## src/hdl/ps2mt_pkg.sv

```systemverilog
// Shared types and constants for the PS/2 mouse packet tracker.
package ps2mt_pkg;

   localparam int COORD_BITS_DEFAULT = 12;
   localparam int LIMIT_BITS         = 12;
   localparam int CSR_DATA_BITS      = 32;
   localparam int CSR_ADDR_BITS      = 3;
   localparam int REQ_DATA_BITS      = 8;
   localparam int RSP_DATA_BITS      = 56;

   localparam int POS_X_RESET = 400;
   localparam int POS_Y_RESET = 300;
   localparam logic [LIMIT_BITS-1:0] MAX_X_RESET = 12'd1023;
   localparam logic [LIMIT_BITS-1:0] MAX_Y_RESET = 12'd767;

   // Header byte bit positions.
   localparam int HDR_SYNC_BIT   = 3;
   localparam int HDR_X_SIGN_BIT = 4;
   localparam int HDR_Y_SIGN_BIT = 5;

   // Register select, taken from address bit 2.
   localparam logic REG_MAX_X = 1'b0;
   localparam logic REG_MAX_Y = 1'b1;

   typedef struct packed {
      logic       fire;
      logic       aux;
      logic [7:0] data;
   } step_type;

   typedef struct packed {
      logic              valid;
      logic signed [8:0] delta_x;
      logic signed [9:0] delta_y;
      logic [2:0]        buttons;
   } packet_type;

   typedef struct packed {
      logic signed [8:0] delta_x;
      logic signed [9:0] delta_y;
      logic [11:0]       abs_x;
      logic [11:0]       abs_y;
      logic [2:0]        buttons;
      logic [2:0]        prior_buttons;
   } report_type;

endpackage

```

## src/hdl/ps2_mouse_packet_tracker.sv

```systemverilog
// Top level of the PS/2 mouse packet tracker: input stage, result register, submodules.
//
//   Port group  Direction  Carries
//   req_*       in         one byte from the controller with its aux flag
//   rsp_*       out        one movement report per completed packet
//   csr_*       in/out     position limits max_x (0x0) and max_y (0x4)
//
// A byte is taken into an input register and moves on once the result register is free or
// being drained; the report of a completing byte is registered in the result register, which drives rsp_tvalid.
// One byte per cycle is sustained while rsp_tready stays high. While a report waits, one
// more byte is taken into the input register and req_tready then stays low until it leaves.
// Reset clears the packet phase, sets the position to 400,300 and the limits to
// 1023,767; no clearing pass is needed.
module ps2_mouse_packet_tracker
   import ps2mt_pkg::*;
#(
   parameter int COORD_BITS = COORD_BITS_DEFAULT
)
(
   input  logic                     clock,
   input  logic                     reset,
   input  logic                     req_tvalid,
   output logic                     req_tready,
   input  logic [REQ_DATA_BITS-1:0] req_tdata,   // [7:0] packet_byte
   input  logic [0:0]               req_tuser,   // [0] from_aux
   output logic                     rsp_tvalid,
   input  logic                     rsp_tready,
   // [8:0] delta_x, [18:9] delta_y, [30:19] abs_x, [42:31] abs_y,
   // [45:43] button_bits, [48:46] previous_button_bits, [55:49] zero
   output logic [RSP_DATA_BITS-1:0] rsp_tdata,
   input  logic                     csr_psel,
   input  logic                     csr_penable,
   input  logic                     csr_pwrite,
   input  logic [CSR_ADDR_BITS-1:0] csr_paddr,
   input  logic [CSR_DATA_BITS-1:0] csr_pwdata,
   output logic [CSR_DATA_BITS-1:0] csr_prdata,
   output logic                     csr_pready
);

   logic                  in_valid_ff, in_valid_in;
   logic [7:0]            in_byte_ff;
   logic                  in_aux_ff;
   logic                  out_valid_ff, out_valid_in;
   report_type            out_report_ff;
   logic                  advance;
   logic                  req_take;
   step_type              step;
   packet_type            packet;
   report_type            report;
   logic [LIMIT_BITS-1:0] max_x;
   logic [LIMIT_BITS-1:0] max_y;

   ps2mt_csr u_csr (
      .clock       (clock),
      .reset       (reset),
      .csr_psel    (csr_psel),
      .csr_penable (csr_penable),
      .csr_pwrite  (csr_pwrite),
      .csr_paddr   (csr_paddr),
      .csr_pwdata  (csr_pwdata),
      .csr_prdata  (csr_prdata),
      .csr_pready  (csr_pready),
      .max_x       (max_x),
      .max_y       (max_y)
   );

   // The held byte moves on whenever the result register is free or being drained.
   assign advance    = in_valid_ff & (~out_valid_ff | rsp_tready);
   assign req_tready = ~in_valid_ff | advance;
   assign req_take   = req_tvalid & req_tready;

   assign step.fire = advance;
   assign step.aux  = in_aux_ff;
   assign step.data = in_byte_ff;

   ps2mt_assembler u_assembler (
      .clock  (clock),
      .reset  (reset),
      .step   (step),
      .packet (packet)
   );

   ps2mt_tracker #(
      .COORD_BITS (COORD_BITS)
   ) u_tracker (
      .clock  (clock),
      .reset  (reset),
      .packet (packet),
      .max_x  (max_x),
      .max_y  (max_y),
      .report (report)
   );

   always_comb begin
      in_valid_in = in_valid_ff;
      if (req_take) begin
         in_valid_in = 1'b1;
      end else if (advance) begin
         in_valid_in = 1'b0;
      end
   end

   always_comb begin
      out_valid_in = out_valid_ff;
      if (packet.valid) begin
         out_valid_in = 1'b1;
      end else if (rsp_tready) begin
         out_valid_in = 1'b0;
      end
   end

   always_ff @(posedge clock) begin
      if (reset) begin
         in_valid_ff  <= 1'b0;
         out_valid_ff <= 1'b0;
      end else begin
         in_valid_ff  <= in_valid_in;
         out_valid_ff <= out_valid_in;
      end
   end

   always_ff @(posedge clock) begin
      if (req_take) begin
         in_byte_ff <= req_tdata[7:0];
         in_aux_ff  <= req_tuser[0];
      end
      if (packet.valid) begin
         out_report_ff <= report;
      end
   end

   assign rsp_tvalid = out_valid_ff;
   assign rsp_tdata  = {7'd0,
                        out_report_ff.prior_buttons,
                        out_report_ff.buttons,
                        out_report_ff.abs_y,
                        out_report_ff.abs_x,
                        out_report_ff.delta_y,
                        out_report_ff.delta_x};

endmodule

```

## src/hdl/ps2mt_csr.sv

```systemverilog
// Configuration registers holding the horizontal and vertical position limits.
module ps2mt_csr
   import ps2mt_pkg::*;
(
   input  logic                     clock,
   input  logic                     reset,
   input  logic                     csr_psel,
   input  logic                     csr_penable,
   input  logic                     csr_pwrite,
   input  logic [CSR_ADDR_BITS-1:0] csr_paddr,
   input  logic [CSR_DATA_BITS-1:0] csr_pwdata,
   output logic [CSR_DATA_BITS-1:0] csr_prdata,
   output logic                     csr_pready,
   output logic [LIMIT_BITS-1:0]    max_x,
   output logic [LIMIT_BITS-1:0]    max_y
);

   logic [LIMIT_BITS-1:0] max_x_ff, max_x_in;
   logic [LIMIT_BITS-1:0] max_y_ff, max_y_in;
   logic                  wr_en;
   logic                  reg_sel;

   assign csr_pready = 1'b1;
   assign wr_en      = csr_psel & csr_penable & csr_pwrite;
   assign reg_sel    = csr_paddr[2];

   always_comb begin
      max_x_in = max_x_ff;
      max_y_in = max_y_ff;
      if (wr_en) begin
         case (reg_sel)
            REG_MAX_X: max_x_in = csr_pwdata[LIMIT_BITS-1:0];
            REG_MAX_Y: max_y_in = csr_pwdata[LIMIT_BITS-1:0];
            default:   max_x_in = max_x_ff;
         endcase
      end
   end

   always_comb begin
      case (reg_sel)
         REG_MAX_X: csr_prdata = CSR_DATA_BITS'(max_x_ff);
         REG_MAX_Y: csr_prdata = CSR_DATA_BITS'(max_y_ff);
         default:   csr_prdata = '0;
      endcase
   end

   always_ff @(posedge clock) begin
      if (reset) begin
         max_x_ff <= MAX_X_RESET;
         max_y_ff <= MAX_Y_RESET;
      end else begin
         max_x_ff <= max_x_in;
         max_y_ff <= max_y_in;
      end
   end

   assign max_x = max_x_ff;
   assign max_y = max_y_ff;

endmodule

```

## src/hdl/ps2mt_assembler.sv

```systemverilog
// Collects header, X and Y bytes into a packet and forms the signed deltas.
module ps2mt_assembler
   import ps2mt_pkg::*;
(
   input  logic       clock,
   input  logic       reset,
   input  step_type   step,
   output packet_type packet
);

   typedef enum logic [2:0] {
      WAIT_HDR = 3'b001,
      WAIT_X   = 3'b010,
      WAIT_Y   = 3'b100
   } phase_type;

   phase_type  phase_ff, phase_in;
   logic [7:0] header_ff, header_in;
   logic [7:0] x_byte_ff, x_byte_in;
   logic       take;

   assign take = step.fire & step.aux;

   always_comb begin
      phase_in  = phase_ff;
      header_in = header_ff;
      x_byte_in = x_byte_ff;
      if (take) begin
         case (phase_ff)
            WAIT_X: begin
               x_byte_in = step.data;
               phase_in  = WAIT_Y;
            end
            WAIT_Y: begin
               phase_in = WAIT_HDR;
            end
            default: begin
               // A header without the sync bit is dropped to regain alignment.
               if (step.data[HDR_SYNC_BIT]) begin
                  header_in = step.data;
                  phase_in  = WAIT_X;
               end else begin
                  phase_in = WAIT_HDR;
               end
            end
         endcase
      end
   end

   always_ff @(posedge clock) begin
      if (reset) begin
         phase_ff  <= WAIT_HDR;
         header_ff <= '0;
         x_byte_ff <= '0;
      end else begin
         phase_ff  <= phase_in;
         header_ff <= header_in;
         x_byte_ff <= x_byte_in;
      end
   end

   always_comb begin
      packet.valid   = take & (phase_ff == WAIT_Y);
      packet.delta_x = $signed({header_ff[HDR_X_SIGN_BIT], x_byte_ff});
      // Vertical movement is negated so that screen-down is positive.
      packet.delta_y = 10'sd0 - $signed({header_ff[HDR_Y_SIGN_BIT],
                                         header_ff[HDR_Y_SIGN_BIT], step.data});
      packet.buttons = header_ff[2:0];
   end

endmodule

```

## src/hdl/ps2mt_tracker.sv

```systemverilog
// Holds the pointer position and button state and applies each packet.
module ps2mt_tracker
   import ps2mt_pkg::*;
#(
   parameter int COORD_BITS = COORD_BITS_DEFAULT
)
(
   input  logic                  clock,
   input  logic                  reset,
   input  packet_type            packet,
   input  logic [LIMIT_BITS-1:0] max_x,
   input  logic [LIMIT_BITS-1:0] max_y,
   output report_type            report
);

   localparam int LW = (COORD_BITS > LIMIT_BITS) ? COORD_BITS : LIMIT_BITS;
   localparam int SW = LW + 2;
   localparam logic [LW-1:0] COORD_MAX = LW'((33'd1 << COORD_BITS) - 33'd1);

   logic [COORD_BITS-1:0] pos_x_ff, pos_x_in;
   logic [COORD_BITS-1:0] pos_y_ff, pos_y_in;
   logic [2:0]            buttons_ff, buttons_in;
   logic [COORD_BITS-1:0] new_x, new_y;
   logic [31:0]           wide_x, wide_y;

   function automatic logic [COORD_BITS-1:0] move_clamp(
      input logic [COORD_BITS-1:0] pos,
      input logic signed [SW-1:0]  delta,
      input logic [LIMIT_BITS-1:0] reg_max
   );
      logic [LW-1:0]        reg_ext;
      logic [LW-1:0]        lim;
      logic signed [SW-1:0] sum;
      logic signed [SW-1:0] lim_s;
      logic [LW-1:0]        res;
      reg_ext = LW'(reg_max);
      lim     = (reg_ext < COORD_MAX) ? reg_ext : COORD_MAX;
      sum     = $signed({2'b00, LW'(pos)}) + delta;
      lim_s   = $signed({2'b00, lim});
      if (sum[SW-1]) begin
         res = '0;
      end else if (sum > lim_s) begin
         res = lim;
      end else begin
         res = sum[LW-1:0];
      end
      return COORD_BITS'(res);
   endfunction

   assign new_x = move_clamp(pos_x_ff, SW'(packet.delta_x), max_x);
   assign new_y = move_clamp(pos_y_ff, SW'(packet.delta_y), max_y);

   always_comb begin
      pos_x_in   = pos_x_ff;
      pos_y_in   = pos_y_ff;
      buttons_in = buttons_ff;
      if (packet.valid) begin
         pos_x_in   = new_x;
         pos_y_in   = new_y;
         buttons_in = packet.buttons;
      end
   end

   always_ff @(posedge clock) begin
      if (reset) begin
         pos_x_ff   <= COORD_BITS'(POS_X_RESET);
         pos_y_ff   <= COORD_BITS'(POS_Y_RESET);
         buttons_ff <= '0;
      end else begin
         pos_x_ff   <= pos_x_in;
         pos_y_ff   <= pos_y_in;
         buttons_ff <= buttons_in;
      end
   end

   assign wide_x = 32'(new_x);
   assign wide_y = 32'(new_y);

   always_comb begin
      report.delta_x       = packet.delta_x;
      report.delta_y       = packet.delta_y;
      report.abs_x         = wide_x[11:0];
      report.abs_y         = wide_y[11:0];
      report.buttons       = packet.buttons;
      report.prior_buttons = buttons_ff;
   end

endmodule

```

## config.mk

```make
export PLATFORM = sky130hd
export DESIGN_NAME = ps2_mouse_packet_tracker
export DESIGN_NICKNAME = d
export VERILOG_FILES = /design/src/hdl/ps2mt_pkg.sv /design/src/hdl/ps2_mouse_packet_tracker.sv /design/src/hdl/ps2mt_csr.sv /design/src/hdl/ps2mt_assembler.sv /design/src/hdl/ps2mt_tracker.sv
export SDC_FILE = /design/constraint.sdc
export NUM_CORES = 1
export LEC_CHECK = 0
export ABC_AREA = 0
export CAP_MARGIN = 15
export CELL_PAD_IN_SITES_DETAIL_PLACEMENT = 0
export CELL_PAD_IN_SITES_GLOBAL_PLACEMENT = 1
export CORE_ASPECT_RATIO = 0.75
export CORE_MARGIN = 2
export CORE_UTILIZATION = 45
export DETAILED_ROUTE_END_ITERATION = 7
export DONT_BUFFER_PORTS = 1
export PLACE_DENSITY = 0.83
export SYNTH_ARGS = -nofsm -noshare
export SYNTH_HDL_FRONTEND = slang
export SYNTH_HIERARCHICAL = 1
export SYNTH_SLANG_ARGS = --single-unit
```

## constraint.sdc

```tcl
create_clock -name clock -period 8.8 [get_ports clock]
set_input_delay 1.32 -clock clock [delete_from_list [all_inputs] [get_ports clock]]
set_output_delay 1.32 -clock clock [all_outputs]
set_load 0.01 [all_outputs]
```

==> metrics, run 1 <==
Post-synth EDFFs 58; Layout Nets 787; total CTS buffers 17; Comb pwr share 9.8%; clk buf depth 2; Max-Cap Viols 0; clock slew at reported path FFs 0.06 ns; IO buf count 0; DRT iter0 DRCs 326; global route overflow 0; number of top-level design ports 142; Max stage delay on crit path 0.57 ns; starting density of the core 45.51%; DR WL/cell 17.56 um; RD Place Congestion 0.8734; placed cells 875; Max Fclk 189.0 MHz; Worst path top cell family by delay compound AO/OA/AOI/OAI gates; CP bufs+invs 1; placed wire-length estimate 12020 um; Arr. time, crit path 5.43 ns; Int Power 1.163 mW; via count 4838; crit path time final 5.292 ns; Worst-Margin Slew 1.181 ns; core area 0.01582 sq mm; die footprint 0.01703 sq mm; Static Leakage 3.276 nW; Worst Path Max Fanout 12; switching power 375.4 uW; Worst-Skew Late Latency 0.43 ns; initial antenna violation count 0; drt first pass iters 5; synthesized flop and latch total 127; clk root buf clkbuf_16; Slew headroom 21.07%; fin util 48.67%; Worst setup EP type register; cts repair resizes 0; Syn Inst Count 714; RSZ-0062 raised after global routing no; final setup fails 0; filler cell count 1443; Switching Fraction 24.40%; main flop type after synthesis dfxtp_1; row cnt 40; Setup Skew 0.01491 ns; CTS Sinks 127; Seq pwr share 41.6%; post-CTS setup buffer count 0; cells along the critical path inv_1, ha_1, nand3b_1, nor2_1, xnor2_1, ha_1, a211oi_1, nor2_1, a211oi_2, o21ai_0, xnor2_1, ha_1, nand2_1, or4_1, o2bb2ai_1, o211ai_2, mux2i_1, nor2_1; drt drc 0; Vias/cell 5.328; Final Non-Filler Cells 908; Pwr Density 199.9 mW/mm^2; synthesis-to-finish area growth 6.954%; post-route ant nets 0; Pwr Total 1.539 mW; Tcrit/Tclk final 60.13%; Synth cell types 65; sequential element share of the synthesized area 43.39%; Required @ worst endpoint 8.94 ns; clock power share 48.6%; Mapped Avg Cell Area 10.08 sq um; pin count of the biggest net entering global routing 69; Slew Limit Fails 0; Hold Violations, Final 0; # hold bufs at CTS 0; status completed; Tot GR Track Use 19.37%; Setup TNS Final 0 ns; CTS tree built; Yosys warning total 6; CP Class reg2reg; die width 150.0 um; share of cells above drive strength 1 9.456%; vias in the first global route 4828; ANT cells 0; hold crit path type reg2reg; Startpoint Class register; Max rail drop VDD 0.1230 mV; first-pass GRT wire length 25160 um; CP max stage cell or4_1; area of the mapped netlist 0.007197 sq mm; FFs w/ async S/R, synth 0%; Post-Route WL 15950 um; H-tree lvl count 4; Die Y-Extent 113.5 um
-- metrics by stage --
step	worst slack, ns	instance area, sq um	hold WS [ns]
after global routing	3.127	7697	0.4487
after detailed placement	3.624	7048	0.4243
after global placement	3.864	7048	0.4172
final	3.508	7697	0.4399
after floorplan	0.8700	7291	0.4076
after CTS	3.565	7686	0.4416
-- layer usage --
metal / share of wire [%] / up-vias / GRT usage (%)
met5: 0 / - / 0
met4: 1.7 / 0 / 6.667
met3: 6.7 / 21 / 7.080
met2: 45 / 144 / 31.20
met1: 46 / 2313 / 24.12
li1: - / 2360 / -
-- sequential cells by signal, indices dropped and copies added, names as in the netlist --
register / cells
u_assembler/x_byte_ff: 8
u_csr/max_x: 12
rsp_tvalid: 1
in_valid_ff: 1
u_tracker/pos_y_ff: 12
rsp_tdata: 49
u_assembler/header_ff: 5
u_tracker/pos_x_ff: 12
u_csr/max_y: 12
in_byte_ff: 8
u_assembler/phase_ff: 3
in_aux_ff: 1
u_tracker/buttons_ff: 3
-- final cells by class --
class / instances / area [sq um] / area share (%)
Tap cell: 210 / 262.8 / 3.414
Inverter: 48 / 180.2 / 2.341
Clock buffer: 19 / 464.2 / 6.031
Multi-Input combinational cell: 486 / 3452 / 44.85
Timing Repair Buffer: 5 / 41.29 / 0.5364
Clock inverter: 13 / 173.9 / 2.259
Sequential cell: 127 / 3123 / 40.57
-- worst paths after layout --
| kind | from | to | slack, ns | cells past startpoint |
|---|---|---|---|---|
| worst max-delay path | in_byte_ff[0]$_DFFE_PP_ | rsp_tdata[33]$_DFFE_PP_ | 3.51 | 18 |
| worst min-delay path | u_tracker/buttons_ff[2]$_SDFFE_PP0P_ | rsp_tdata[48]$_DFFE_PP_ | 0.44 | 0 |
| worst max register to register | in_byte_ff[0]$_DFFE_PP_ | rsp_tdata[33]$_DFFE_PP_ | 3.51 | 18 |
| worst min register to register | u_tracker/buttons_ff[2]$_SDFFE_PP0P_ | rsp_tdata[48]$_DFFE_PP_ | 0.44 | 0 |
-- placed cells by master, fill, tap and decap left out, drive strengths merged, types with 13 or more instances in the layout --
master and count:
nor2 92, dfxtp 69, mux2i 64, edfxtp 58, inv 51, ha 49, o21ai 38, a21oi 33
nand2 31, conb 28, xnor2 22, clkbuf 19, nand2b 13, mux2 13
-- Yosys cell counts (all sizes together) (4+ instances only) --
cell | instances | area share (%)
nor2 | 92 | 4.8
dfxtp | 69 | 19
buf | 67 | 7.0
mux2i | 64 | 8.9
edfxtp | 58 | 24
ha | 49 | 8.5
inv | 47 | 2.5
o21ai | 38 | 2.6
a21oi | 33 | 2.4
nand2 | 31 | 1.7
xnor2 | 22 | 2.7
mux2 | 13 | 2.1
nand2b | 13 | 1.1
clkbuf | 11 | 0.57
a21o | 8 | 0.83
nand3 | 8 | 0.56
nor3 | 8 | 0.56
o21a | 8 | 0.83
a211oi | 7 | 0.80
xor2 | 6 | 0.73
and2 | 4 | 0.38
o2111ai | 4 | 0.82
-- worst register-to-register path, stage by stage, from the launching register on --
cell,delay (ns)
edfxtp_1,0.55
inv_1,0.09
ha_1,0.25
nand3b_1,0.12
nor2_1,0.06
xnor2_1,0.32
ha_1,0.36
a211oi_1,0.37
nor2_1,0.10
a211oi_2,0.23
o21ai_0,0.20
xnor2_1,0.19
ha_1,0.34
nand2_1,0.08
or4_1,0.57
o2bb2ai_1,0.25
o211ai_2,0.41
mux2i_1,0.46
nor2_1,0.07
-- power groups by stage --
| stage | Combinational, mW | Sequential [mW] | Clock [mW] |
|---|---|---|---|
| 3_3_place_gp | 0.144 | 0.652 | 0 |
| 2_1_floorplan | 0.143 | 0.647 | 0 |
| 5_1_grt | 0.168 | 0.641 | 0.786 |
| 6_report | 0.151 | 0.640 | 0.748 |
| 3_5_place_dp | 0.148 | 0.653 | 0 |
| 4_1_cts | 0.150 | 0.640 | 0.764 |
-- cells by family (layout without fill, tap and decap cells) --
kind of cell / after synthesis / count (layout) / synth area share (%)
compound gates: 118 / 118 / 10.67
xor+xnor: 28 / 28 / 3.407
fa+ha+maj: 51 / 51 / 9.075
buf+inv: 126 / 85 / 10.03
flops: 127 / 127 / 43.39
mux: 77 / 77 / 10.99
other cells: 3 / 28 / 0.1565
simple gates: 184 / 184 / 12.27
No activity file was read; power rests on OpenSTA's default activity.
==> run 2: changes to the inputs <==
--- a/config.mk
+++ b/config.mk
@@ -5,7 +5,7 @@
 export SDC_FILE = /design/constraint.sdc
 export NUM_CORES = 1
 export LEC_CHECK = 0
-export ABC_AREA = 0
+export ABC_AREA = 1
 export CAP_MARGIN = 15
 export CELL_PAD_IN_SITES_DETAIL_PLACEMENT = 0
 export CELL_PAD_IN_SITES_GLOBAL_PLACEMENT = 1
@@ -14,7 +14,7 @@
 export CORE_UTILIZATION = 45
 export DETAILED_ROUTE_END_ITERATION = 7
 export DONT_BUFFER_PORTS = 1
-export PLACE_DENSITY = 0.83
+export PLACE_DENSITY = 0.86
 export SYNTH_ARGS = -nofsm -noshare
 export SYNTH_HDL_FRONTEND = slang
 export SYNTH_HIERARCHICAL = 1
==> constraint.sdc (replaced) <==
create_clock -name clock -period 4.95 [get_ports clock]
set_input_delay 0.7425 -clock clock [delete_from_list [all_inputs] [get_ports clock]]
set_output_delay 0.7425 -clock clock [all_outputs]
set_load 0.01 [all_outputs]
==> run 2 against run 1 <==
Against the previous run: largest cell class unchanged; critical path type unchanged; clock skew is 0.0029 ns lower; sequential power is 78% higher; critical path depth is 6 higher; sequential cell count stayed put; critical endpoint is now rsp_tdata[41]$_DFFE_PP_; non-clock buffer count stayed put; sequential share of layout area is 2.8 points lower; wire length is 9.3% higher; design area is 7.4% higher; maximum frequency is 17% higher; die area is 8.4% higher.
==> metrics, run 2 <==
Worst-Skew Late Latency 0.43 ns (about the same); post-synthesis mux area share 0% (-11 points); CTS tree built; Tcrit/Tclk final 91.55% (+31 points); top post-synthesis cells by count 226 x nand2_1, 153 x inv_1, 79 x nand3_1, 69 x dfxtp_1, 61 x nor2_1; max FFs per register 49 (unchanged); Yosys warning total 6 (unchanged); number of top-level design ports 142 (unchanged); largest family of logic cells by synthesized area simple AND/OR/NAND/NOR gates; top-count cell post-synth nand2_1; sequential element share of the synthesized area 39.92% (-3.5 points); Synth cell types 41 (-37%); die width 156.2 um (+4.1%); Slew Limit Fails 0 (unchanged); CTS Sinks 127 (unchanged); row cnt 41 (+2.5%); filler cell count 1673 (+16%); placed wire-length estimate 12780 um (+6.4%); Setup Skew 0.01202 ns (-0.002884 ns); CP Class reg2reg; synthesis-to-finish area growth 5.678%; Register Area 0.003123 sq mm (unchanged); Pwr Density 341.5 mW/mm^2 (+71%); initial antenna violation count 0 (unchanged); Setup TNS Final 0 ns (unchanged); final setup fails 0 (unchanged); Max rail drop VDD 0.1949 mV (+59%); starting density of the core 46.21% (+0.70 points); xor and xnor fraction of the mapped netlist area 2.575% (-0.83 points); first-pass GRT wire length 27570 um (+9.5%); main flop type after synthesis dfxtp_1; ranking of synthesized cells by area edfxtp_1 22%, dfxtp_1 18%, nand2_1 11%; Worst setup EP type register; share of cells above drive strength 1 10.66% (+1.2 points); synthesized flop and latch total 127 (unchanged); Max Fclk 220.7 MHz (+17%); Static Leakage 4.170 nW (+27%); Synth Area in Adders 8.349% (-0.73 points); FFs w/ async S/R, synth 0% (unchanged); Vias/cell 4.951 (-7.1%); # hold bufs at CTS 0 (unchanged); area taken by multi-input logic gates 0.003643 sq mm (+5.5%); post-route ant nets 0 (unchanged); Max-Cap Viols 0 (unchanged); Post-Route WL 17430 um (+9.3%); leading area contributor after synthesis edfxtp_1; crit path time final 4.532 ns (-0.7599 ns); Slew headroom 49.00% (+28 points); clk root buf clkbuf_16; Layout Nets 1055 (+34%); RD Place Congestion 0.8402 (-3.8%); Worst-Margin Slew 0.7650 ns (-0.4159 ns); global route overflow 0 (unchanged); status completed; die footprint 0.01846 sq mm (+8.4%); DRT iter0 DRCs 379 (+16%); Syn Inst Count 984 (+38%); drt drc 0 (unchanged); post-CTS setup buffer count 0 (unchanged); IO buf count 0 (unchanged); DR WL/cell 14.76 um (-16%); Die Y-Extent 118.2 um (+4.1%); most common cell after layout, fill and taps aside nand2_1; via count 5847 (+21%); area of the mapped netlist 0.007823 sq mm (+8.7%); Hold Violations, Final 0 (unchanged); clk buf depth 2 (unchanged); ANT cells 0 (unchanged); core area 0.01693 sq mm (+7.0%); Compound-Gate Fraction of Synth Area 7.326% (-3.3 points); Startpoint Class register; hold crit path type in2reg; drt first pass iters 7 (+2); vias in the first global route 5280 (+9.4%); Worst Path Max Fanout 9 (-3); H-tree lvl count 4 (unchanged); Post-synth EDFFs 58 (unchanged); cts repair resizes 0 (unchanged); final hold slack 0.3799 ns (-0.06005 ns); simple-gate share of the synthesized area 26.98% (+15 points); clock slew at reported path FFs 0.06 ns (about the same); Synth top area share 22.26% (-1.9 points); total CTS buffers 17 (unchanged); RSZ-0062 raised after global routing no; Mapped Avg Cell Area 7.950 sq um (-21%); pin count of the biggest net entering global routing 50 (-28%); Tot GR Track Use 19.26% (-0.11 points); commonest cells after routing, fill and taps aside 226 x nand2_1, 152 x inv_1, 79 x nand3_1, 69 x dfxtp_1, 61 x nor2_1; Arr. time, crit path 4.71 ns (-0.72 ns); Required @ worst endpoint 5.13 ns (-3.81 ns)
## run 2: changes by cell type in the layout (fill, tap and decap cells not counted), sizes merged, moves of 19 or more
cell   change
a21oi     +20
inv      +111
mux2i     -64
nand2    +213
nand3     +86
nand4     +19
nor2      -21
## run 2: kinds of logic (layout without fill, tap and decap cells)
logic type,count (synthesis),after routing
adder cells (fa/ha/maj),51,51
other,3,28
buffers and inverters,239,196
XOR/XNOR,23,23
flip-flops,127,127
AO/OA/AOI/OAI,100,100
AND/OR/NAND/NOR,441,441
## run 2: power breakdown
group	leakage (nW)	switching [mW]	internal, mW
combinational	2.81	0.297	0.138
sequential	1.08	0.0159	1.13
clock	0.275	0.497	0.749
total	4.17	0.810	2.01
## run 2: cell type report
cell class / count / share of cell area, %
clock buffers: 18 / 5.191
repair buffers: 5 / 0.4541
well taps: 215 / 3.254
multi-input cells: 643 / 44.07
inverters: 159 / 7.326
flip-flops and latches: 127 / 37.78
clock inverters: 14 / 1.922
## run 2: per-layer routing
layer / global-route usage (%) / wire [um] / up-vias / part of all wire (%)
li1: - / - / 3033 / -
met1: 27.47 / 8731 / 2668 / 50
met2: 28.25 / 7607 / 130 / 44
met3: 6.234 / 906 / 16 / 5.2
met4: 4.530 / 181 / 0 / 1.0
met5: 0 / 0 / - / 0
## run 2: final timing paths
| check | depth (start not counted) | to | start | slack (ns) |
|---|---|---|---|---|
| min | 1 | u_assembler/phase_ff[2]$_SDFFE_PP0P_ | reset | 0.38 |
| min reg2reg | 0 | rsp_tdata[47]$_DFFE_PP_ | u_tracker/buttons_ff[1]$_SDFFE_PP0P_ | 0.43 |
| max reg2reg | 24 | rsp_tdata[41]$_DFFE_PP_ | in_byte_ff[0]$_DFFE_PP_ | 0.42 |
| max | 24 | rsp_tdata[41]$_DFFE_PP_ | in_byte_ff[0]$_DFFE_PP_ | 0.42 |
## run 2: stage by stage
step           power (mW)  utilization, %  instances  setup WS (ns)  area (sq um)
2_1_floorplan       1.538               -       1009          1.243          7916
3_3_place_gp        1.590           45.36       1149         0.5193          7679
3_5_place_dp        1.594           45.36       1149         0.4868          7679
4_1_cts             2.842           48.83       1181         0.4616          8267
5_1_grt             2.950           48.83       1181        0.01162          8267
6_report            2.823           48.83       1181         0.4183          8267
## run 2: worst max-delay path: stages (launching register included)
cell	delay [ns]
edfxtp_1	0.49
inv_1	0.17
ha_1	0.23
nand3_1	0.13
nor2_1	0.15
xor2_1	0.10
ha_1	0.40
nand2_2	0.08
nor2_2	0.19
nand3_1	0.16
nand3_1	0.14
a31o_2	0.16
xor2_1	0.23
inv_1	0.08
ha_1	0.29
nand2_1	0.05
inv_1	0.06
nand3_2	0.10
nor2_4	0.16
nand3_2	0.21
nand3_2	0.27
buf_4	0.21
nand2_1	0.07
nand3_1	0.09
inv_1	0.05
